`src/s2da_pkg.sv`:
```
`timescale 1ns / 1ps

package s2da_pkg;

    // Line format
    localparam int DIGIT_COUNT = 8;
    localparam int SAMPLE_BITS = 24;
    localparam int BCD_BITS    = DIGIT_COUNT * 4;
    localparam int INDEX_BITS  = $clog2(DIGIT_COUNT + 1);

    // Conversion pipeline shape: a fixed number of shift-add-3 steps per stage
    localparam int STEPS_PER_STAGE = 6;
    localparam int STAGE_COUNT     = (SAMPLE_BITS + STEPS_PER_STAGE - 1) / STEPS_PER_STAGE;

    // Character codes
    localparam logic [7:0] ASCII_ZERO    = 8'h30;
    localparam logic [7:0] ASCII_NEWLINE = 8'h0A;

    // Converted line handed from the converter to the serializer
    typedef struct packed {
        logic                valid;
        logic [BCD_BITS-1:0] digits;
    } line_t;

    // One double-dabble step: correct each digit, then shift in one binary bit.
    // The carry out of the top digit is dropped, which keeps the value modulo
    // ten to the power of the digit count.
    function automatic logic [BCD_BITS-1:0] dabble_step(
        input logic [BCD_BITS-1:0] bcd,
        input logic                bit_in
    );
        logic [BCD_BITS-1:0] adj;
        adj = bcd;
        for (int d = 0; d < DIGIT_COUNT; d++)
        begin
            if (adj[d*4 +: 4] >= 4'd5)
            begin
                adj[d*4 +: 4] = adj[d*4 +: 4] + 4'd3;
            end
        end
        return {adj[BCD_BITS-2:0], bit_in};
    endfunction

endpackage

```
`src/s2da_convert.sv`:
```
`timescale 1ns / 1ps

module s2da_convert
    import s2da_pkg::*;
(
    input  logic                   clk,
    input  logic                   rst_n,
    input  logic                   sample_valid,
    output logic                   sample_stall,
    input  logic [SAMPLE_BITS-1:0] sample,
    output line_t                  line,
    input  logic                   line_stall
);

    logic [STAGE_COUNT-1:0] valid_reg;
    logic [STAGE_COUNT-1:0] valid_next;
    logic [BCD_BITS-1:0]    bcd_reg  [STAGE_COUNT];
    logic [BCD_BITS-1:0]    bcd_next [STAGE_COUNT];
    logic [SAMPLE_BITS-1:0] smp_reg  [STAGE_COUNT];
    logic [SAMPLE_BITS-1:0] smp_next [STAGE_COUNT];
    logic [STAGE_COUNT:0]   ready;

    // Build the ready chain from the serializer back to the input
    always_comb
    begin
        ready[STAGE_COUNT] = !line_stall;
        for (int s = STAGE_COUNT - 1; s >= 0; s--)
        begin
            ready[s] = !valid_reg[s] || ready[s+1];
        end
    end

    assign sample_stall = !ready[0];

    // Run each stage's share of shift-add-3 steps on the previous stage's word
    always_comb
    begin
        logic [BCD_BITS-1:0]    b;
        logic [SAMPLE_BITS-1:0] w;
        for (int s = 0; s < STAGE_COUNT; s++)
        begin
            if (s == 0)
            begin
                b             = '0;
                w             = sample;
                valid_next[s] = sample_valid;
            end
            else
            begin
                b             = bcd_reg[s-1];
                w             = smp_reg[s-1];
                valid_next[s] = valid_reg[s-1];
            end
            for (int j = 0; j < STEPS_PER_STAGE; j++)
            begin
                if (s * STEPS_PER_STAGE + j < SAMPLE_BITS)
                begin
                    b = dabble_step(b, w[SAMPLE_BITS-1]);
                    w = w << 1;
                end
            end
            bcd_next[s] = b;
            smp_next[s] = w;
        end
    end

    // Advance valid bits wherever the stage can take a transfer
    always_ff @(posedge clk or negedge rst_n)
    begin
        if (!rst_n)
        begin
            valid_reg <= '0;
        end
        else
        begin
            for (int s = 0; s < STAGE_COUNT; s++)
            begin
                if (ready[s])
                begin
                    valid_reg[s] <= valid_next[s];
                end
            end
        end
    end

    // Advance stage payload alongside its valid bit
    always_ff @(posedge clk)
    begin
        for (int s = 0; s < STAGE_COUNT; s++)
        begin
            if (ready[s] && valid_next[s])
            begin
                bcd_reg[s] <= bcd_next[s];
                smp_reg[s] <= smp_next[s];
            end
        end
    end

    assign line.valid  = valid_reg[STAGE_COUNT-1];
    assign line.digits = bcd_reg[STAGE_COUNT-1];

endmodule

```
`src/s2da_serialize.sv`:
```
`timescale 1ns / 1ps

module s2da_serialize
    import s2da_pkg::*;
(
    input  logic       clk,
    input  logic       rst_n,
    input  line_t      line,
    output logic       line_stall,
    output logic       char_valid,
    input  logic       char_stall,
    output logic [7:0] text_char,
    output logic       last_char
);

    logic                  buf_valid_reg;
    logic                  buf_valid_next;
    logic [BCD_BITS-1:0]   digits_reg;
    logic [BCD_BITS-1:0]   digits_next;
    logic [INDEX_BITS-1:0] index_reg;
    logic [INDEX_BITS-1:0] index_next;
    logic                  char_valid_reg;
    logic                  char_valid_next;
    logic [7:0]            text_char_reg;
    logic [7:0]            text_char_next;
    logic                  last_char_reg;
    logic                  last_char_next;
    logic                  out_free;
    logic                  at_end;
    logic                  take;

    assign out_free   = !char_valid_reg || !char_stall;
    assign at_end     = (index_reg == INDEX_BITS'(DIGIT_COUNT));
    assign line_stall = buf_valid_reg && !(out_free && at_end);
    assign take       = line.valid && !line_stall;

    // Emit the digits top first, then the newline, while the output register is free
    always_comb
    begin
        buf_valid_next  = buf_valid_reg;
        digits_next     = digits_reg;
        index_next      = index_reg;
        char_valid_next = char_valid_reg;
        text_char_next  = text_char_reg;
        last_char_next  = last_char_reg;
        if (out_free)
        begin
            char_valid_next = buf_valid_reg;
            if (buf_valid_reg)
            begin
                if (at_end)
                begin
                    text_char_next = ASCII_NEWLINE;
                    last_char_next = 1'b1;
                    buf_valid_next = 1'b0;
                    index_next     = '0;
                end
                else
                begin
                    text_char_next = ASCII_ZERO + {4'b0000, digits_reg[BCD_BITS-1 -: 4]};
                    last_char_next = 1'b0;
                    digits_next    = digits_reg << 4;
                    index_next     = index_reg + 1'b1;
                end
            end
        end
        // Load the next line when the buffer is empty or as the current one hands over its newline
        if (take)
        begin
            buf_valid_next = 1'b1;
            digits_next    = line.digits;
            index_next     = '0;
        end
    end

    always_ff @(posedge clk or negedge rst_n)
    begin
        if (!rst_n)
        begin
            buf_valid_reg  <= 1'b0;
            index_reg      <= '0;
            char_valid_reg <= 1'b0;
        end
        else
        begin
            buf_valid_reg  <= buf_valid_next;
            index_reg      <= index_next;
            char_valid_reg <= char_valid_next;
        end
    end

    always_ff @(posedge clk)
    begin
        digits_reg    <= digits_next;
        text_char_reg <= text_char_next;
        last_char_reg <= last_char_next;
    end

    assign char_valid = char_valid_reg;
    assign text_char  = text_char_reg;
    assign last_char  = last_char_reg;

endmodule

```
`src/sample_to_decimal_ascii_line.sv`:
```
`timescale 1ns / 1ps
// Channel   Valid         Stall         Payload
// sample    sample_valid  sample_stall  sample[23:0]
// char      char_valid    char_stall    text_char[7:0], last_char
//
// A sample passes four shift-add-3 stages (six binary bits each) into a line
// buffer, and from there each character goes to the output register.
// Each line is eight digits and a newline at one character per cycle while
// char is not stalled, so the char channel's serializer sets the sample rate.
// rst_n clears all valid bits and the character index; no data is held over.
// A stall on char freezes the output register; the conversion stages keep
// filling until the chain backs up to sample_stall. Nothing is lost or repeated.

module sample_to_decimal_ascii_line
    import s2da_pkg::*;
(
    input  logic                   clk,
    input  logic                   rst_n,
    input  logic                   sample_valid,
    output logic                   sample_stall,
    input  logic [SAMPLE_BITS-1:0] sample,
    output logic                   char_valid,
    input  logic                   char_stall,
    output logic [7:0]             text_char,
    output logic                   last_char
);

    line_t line;
    logic  line_stall;

    // Convert binary to decimal digits
    s2da_convert u_convert (
        .clk          (clk),
        .rst_n        (rst_n),
        .sample_valid (sample_valid),
        .sample_stall (sample_stall),
        .sample       (sample),
        .line         (line),
        .line_stall   (line_stall)
    );

    // Send the digits and the newline one character per transfer
    s2da_serialize u_serialize (
        .clk        (clk),
        .rst_n      (rst_n),
        .line       (line),
        .line_stall (line_stall),
        .char_valid (char_valid),
        .char_stall (char_stall),
        .text_char  (text_char),
        .last_char  (last_char)
    );

endmodule

```
`config.mk`:
```
export PLATFORM = sky130hd
export DESIGN_NAME = sample_to_decimal_ascii_line
export DESIGN_NICKNAME = d
export VERILOG_FILES = /design/src/s2da_pkg.sv /design/src/s2da_convert.sv /design/src/s2da_serialize.sv /design/src/sample_to_decimal_ascii_line.sv
export SDC_FILE = /design/constraint.sdc
export NUM_CORES = 1
export LEC_CHECK = 0
export BUFFER_PORTS_ARGS = -buffer_cell sky130_fd_sc_hd__buf_4
export CORE_UTILIZATION = 38
export DETAILED_ROUTE_END_ITERATION = 8
export GPL_TIMING_DRIVEN = 0
export HOLD_SLACK_MARGIN = 0.05
export PLACE_DENSITY_LB_ADDON = 0.12
export SKIP_LAST_GASP = 1
export SLEW_MARGIN = 20
export SYNTH_ARGS = -nofsm -noshare
export SYNTH_HDL_FRONTEND = slang
export SYNTH_SLANG_ARGS = --single-unit
```
`constraint.sdc`:
```
create_clock -name clk -period 6.5 [get_ports clk]
set_input_delay 0.325 -clock clk [delete_from_list [all_inputs] [get_ports clk]]
set_output_delay 0.325 -clock clk [all_outputs]
set_load 0.02 [all_outputs]
```
### Word level (Yosys, flattened, before mapping)

Memory sizes are Yosys's and may differ from the RTL's.
Index checks and enable logic that the tools add are counted.

| storage, ports and cells | value |
|---|---|
| logic and storage cells | 540 |
| memory bits (writable) | 200 |
| bits in registers | 51 |
| output and inout port bits | 11 |
| memories | 2 |

| cells by class | value |
|---|---|
| equality and inequality tests | 2 |
| add/sub/neg operators | 161 |
| reductions and logical operators | 26 |
| $lt $le $gt $ge | 159 |
| mux-type cells | 180 |

Memories:

| name | depth | bits a word | read ports | clocked after Yosys merged registers in | write ports | RTL line | source |
|---|---|---|---|---|---|---|---|
| u_convert.bcd_reg | 4 | 32 | 4 | 0 | 4 | s2da_convert.sv:17 | `logic [BCD_BITS-1:0] bcd_reg [STAGE_COUNT];` |
| u_convert.smp_reg | 4 | 18 | 3 | 0 | 4 | s2da_convert.sv:19 | `logic [SAMPLE_BITS-1:0] smp_reg [STAGE_COUNT];` |

Operators by type and width:

| operator | count |
|---|---|
| $ge A4 B3 Y1 const B | 154 |
| $mux W4 | 140 |
| $add A4 B2 Y4 const B | 136 |
| $mux W32 | 4 |
| $mux W3 | 23 |
| $add A3 B2 Y3 const B | 18 |
| $mux W1 | 13 |
| $add A1 B2 Y3 const AB | 4 |
| $ge A1 B3 Y1 const AB | 4 |
| $logic_not A1 Y1 | 9 |
| $add A6 B4 Y7 const A | 1 |
| $logic_and A1 B1 Y1 | 7 |
| $logic_or A1 B1 Y1 | 5 |
| $add A4 B1 Y4 const B | 1 |
| $eq A4 B4 Y1 const B | 1 |
| $reduce_and A2 Y1 | 2 |
| $reduce_bool A2 Y1 | 2 |
| $add A1 B2 Y3 const B | 1 |
| $ge A1 B3 Y1 const B | 1 |
| $reduce_and A3 Y1 | 1 |
| $ne A2 B2 Y1 const B | 1 |

### Depth between registers and ports, before layout

| logic depth | value |
|---|---|
| depth after elaboration | 13 |
| gate-level depth with buffers | 27 |
| mapped depth without buffers | 26 |

### Hierarchy

Synthesis repeated with hierarchy kept, for this count alone.

| unflattened totals | value |
|---|---|
| cells, all modules | 1786 |
| area total of the unflattened synthesis | 15662.5 µm² |

By module, submodules not included:

| module | cells each | area an instance (µm²) | instances |
|---|---|---|---|
| s2da_convert | 1663 | 13690.6 | 1 |
| s2da_serialize | 123 | 1971.9 | 1 |

### Least setup slack after synthesis

Ideal clock, no wire load.

| timing | value |
|---|---|
| kind | reg-to-reg |
| from | mem u_convert.bcd_reg[2][16] (netlist bit) |
| to | mem u_convert.bcd_reg[3][24] (netlist bit) (data pin) |
| library setup time | 262 ps |
| stages on the path, launching flop included | 23 |
| slack | 1676 ps |
| buffers on the path | 0 |
| arrival time | 4562 ps |
| cell sequence | edfxtp_1 inv_1 ha_1 nor2b_1 o21ai_0 or2_2 ha_1 inv_1 o21ai_0 a211oi_1 o22ai_1 nand2_1 xnor2_1 ha_1 nor2_1 o31ai_1 inv_1 ha_1 or3_1 a31o_2 a21oi_1 o21bai_1 xor2_1 |

RTL lines:

| item | RTL line |
|---|---|
| start: declaration | s2da_convert.sv:17 |

==> reports/summary.txt <==
WL/cell: 12.8 µm
Leakage dissipation: 6.72 nW
Root buffer cell: clkbuf_16
Antenna cells: 0
Worst hold-check path type: in -> reg
Top FF cell, synth: edfxtp_1
Worst Setup End Kind: flip-flop
Cells after DPL: 2397
CTS tree: done
# resized after CTS: 0
Commonest non-fill, non-tap cell in the layout: nand2_1
Dpl ws: 1.04 ns
Post-synth EDFFs: 150
Final Max Tran Viols: 0
CP arrival: 5.69 ns
Clock sink total: 160
Final Worst Setup Slack: 1.00 ns
Final Hold Viols: 0
Initial antenna violation count: 0
Max-slew headroom: 0.415
Status: finished clean
Crit-path max FO: 6
GRT overflow: 0
Syn Std Cell Area: 0.0152 mm²
Initial Utilization: 0.389
Critical Path Start Type: flip-flop
Die area: 0.0408 mm²
Layout cell share with drive strength beyond 1: 0.0890
Worst vdd ir: 0.319 mV
Clock slew at reported path FFs: 0.08 ns
Later-pin clock latency in the skew report: 0.45 ns
First-pass GRT wire length: 55.0 mm
Gr usage total: 0.156
Fin crit share: 0.845
Total vias in the final route: 13.4k
Initial DRC count: 636
Final Setup Violations: 0
Most frequent cells in the layout: nand2_1, nor2_1, edfxtp_1
Reg2Reg Depth: 22
Die width: 202 µm
Max reg flops: 76
Post-Synthesis Cells: 1838
CP Class: reg -> reg
Fmax: 182 MHz
Hold Buf Count CTS: 21
Pin count of the biggest net entering global routing: 29
Max-Cap Viols: 0
Ys async rst share: 0.0625
Power Density: 526 mW/mm²
Routed wire length: 31.4 mm
Worst EP required: 6.69 ns
Drt drc: 0
Avg Synthesized Cell Area: 8.26 µm²
Number of global-route vias before repair: 12.2k
I/O Buffers: 36
#FFs+latches synth: 160
Total negative slack: 0 ns
Hold Crit Depth: 3
Post-synthesis sequential area ratio: 0.313
Synthesis Warnings: 0
RSZ-0062 raised after global routing: no
CTS max path bufs: 2
Fin crit period: 5.50 ns
Num CTS Buffers: 17
Die Ht: 202 µm
Post-Layout Cell Count: 2450
HPWL Detailed: 23.1 mm
Worst Tran Pin Value: 0.852 ns
P&R area growth vs syn: 12.2%
Routed Antenna Nets: 0
Via density: 5.46
Nets: 2027
Post-synth cell types: 103
Postcts setup bufs: 0
Core ar.: 0.0390 mm²
Ports: 39
FP Rows: 72
Routability-driven placement congestion ratio: 0.854
CTS H-Tree Depth: 4
Skew final: 0.0201 ns
1st-pass router iterations: 6
-- area by class of cell --
type	count	area (µm²)
tap	518	648
sequential	160	4750
clock buffer	18	429
buffer	59	251
fill	3828	22000
multi-input combinational	1506	9770
clock inverter	14	174
inverter	114	430
timing repair buffer	61	576
-- metrics by stage --
stage | utilization | cell area [µm²] | total power, W | hold slack (ns)
floorplan | - | 15200 | 0.00685 | 0.0294
global placement | 0.413 | 16100 | 0.00773 | 0.166
detailed placement | 0.416 | 16200 | 0.00792 | 0.169
CTS | 0.437 | 17000 | 0.00902 | 0.0853
global route | 0.437 | 17000 | 0.00992 | 0.120
finish | 0.437 | 17000 | 0.00896 | 0.112
-- Yosys cell counts (10+ instances only) --
cell type	number	area (µm²)
nand2_1	240	901
nor2_1	163	612
edfxtp_1	150	4500
o21ai_0	143	716
a21oi_1	124	621
inv_1	112	420
ha_1	80	1000
clkbuf_1	48	180
xnor2_1	48	420
mux2i_1	47	470
nand2b_1	41	257
nand3_1	40	200
nor3_1	32	160
a211oi_1	30	225
a31oi_1	29	181
mux2_2	28	315
nor2b_1	28	175
and2_1	27	169
o211ai_1	26	195
a21o_1	25	188
o21a_1	22	165
o22ai_1	21	131
or3_1	19	119
xor2_1	19	166
or2_2	18	113
a21boi_0	13	97.6
and3_1	13	81.3
o31ai_1	13	97.6
o21bai_1	12	90.1
a22oi_1	10	75.1
dfrtp_1	10	250
o32ai_1	10	87.6
-- power breakdown --
part	switching, W	internal (W)
registers	0.0000633	0.00162
clock network	0.000458	0.000582
logic	0.00361	0.00262
total	0.00414	0.00483
-- worst max-delay path, stage by stage, from the launching register on --
cell,delay [ns]
edfxtp_1,0.48
inv_1,0.09
ha_1,0.22
nor2b_1,0.28
o21ai_0,0.18
or2_2,0.34
ha_1,0.19
inv_1,0.06
o21ai_0,0.07
a211oi_1,0.38
o22ai_1,0.25
nand2_1,0.13
xnor2_1,0.20
ha_1,0.24
nor2_1,0.05
o31ai_1,0.50
inv_1,0.10
ha_1,0.24
or3_1,0.37
a31o_2,0.25
a21oi_1,0.34
o21bai_1,0.19
xor2_1,0.08
-- layer usage --
| layer | GRT usage | part of all wire | up-vias |
|---|---|---|---|
| met2 | 0.261 | 0.45 | 181 |
| met3 | 0.0229 | 0.028 | 18 |
| met5 | 0 | 0 | - |
| li1 | - | - | 6990 |
| met4 | 0.0395 | 0.0089 | 0 |
| met1 | 0.209 | 0.51 | 6193 |
-- cells by family after synthesis --
| logic type | synth area share |
|---|---|
| compound gates | 0.275 |
| simple gates | 0.204 |
| mux | 0.0535 |
| buf+inv | 0.0449 |
| flops | 0.313 |
| fa+ha+maj | 0.0666 |
| xor+xnor | 0.0426 |
| other cells | 0.000247 |
-- path summary, 6_finish.rpt --
| path | startpoint | end | slack (ns) |
|---|---|---|---|
| worst min-delay path | char_stall | u_serialize.char_valid$_DFFE_PN0P_ | 0.11 |
| min in group asynchronous | rst_n | u_serialize.index_reg[2]$_DFFE_PN0P_ | 0.24 |
| worst max register to register | u_convert.bcd_reg[2][16]$_DFFE_PP_ | u_convert.bcd_reg[3][24]$_DFFE_PP_ | 1.00 |
| worst min register to register | u_convert.smp_reg[1][10]$_DFFE_PP_ | u_convert.smp_reg[2][16]$_DFFE_PP_ | 0.42 |
| max in group asynchronous | rst_n | u_serialize.index_reg[1]$_DFFE_PN0P_ | 6.11 |
| worst max-delay path | u_convert.bcd_reg[2][16]$_DFFE_PP_ | u_convert.bcd_reg[3][24]$_DFFE_PP_ | 1.00 |
No activity file was read; power rests on OpenSTA's default activity.
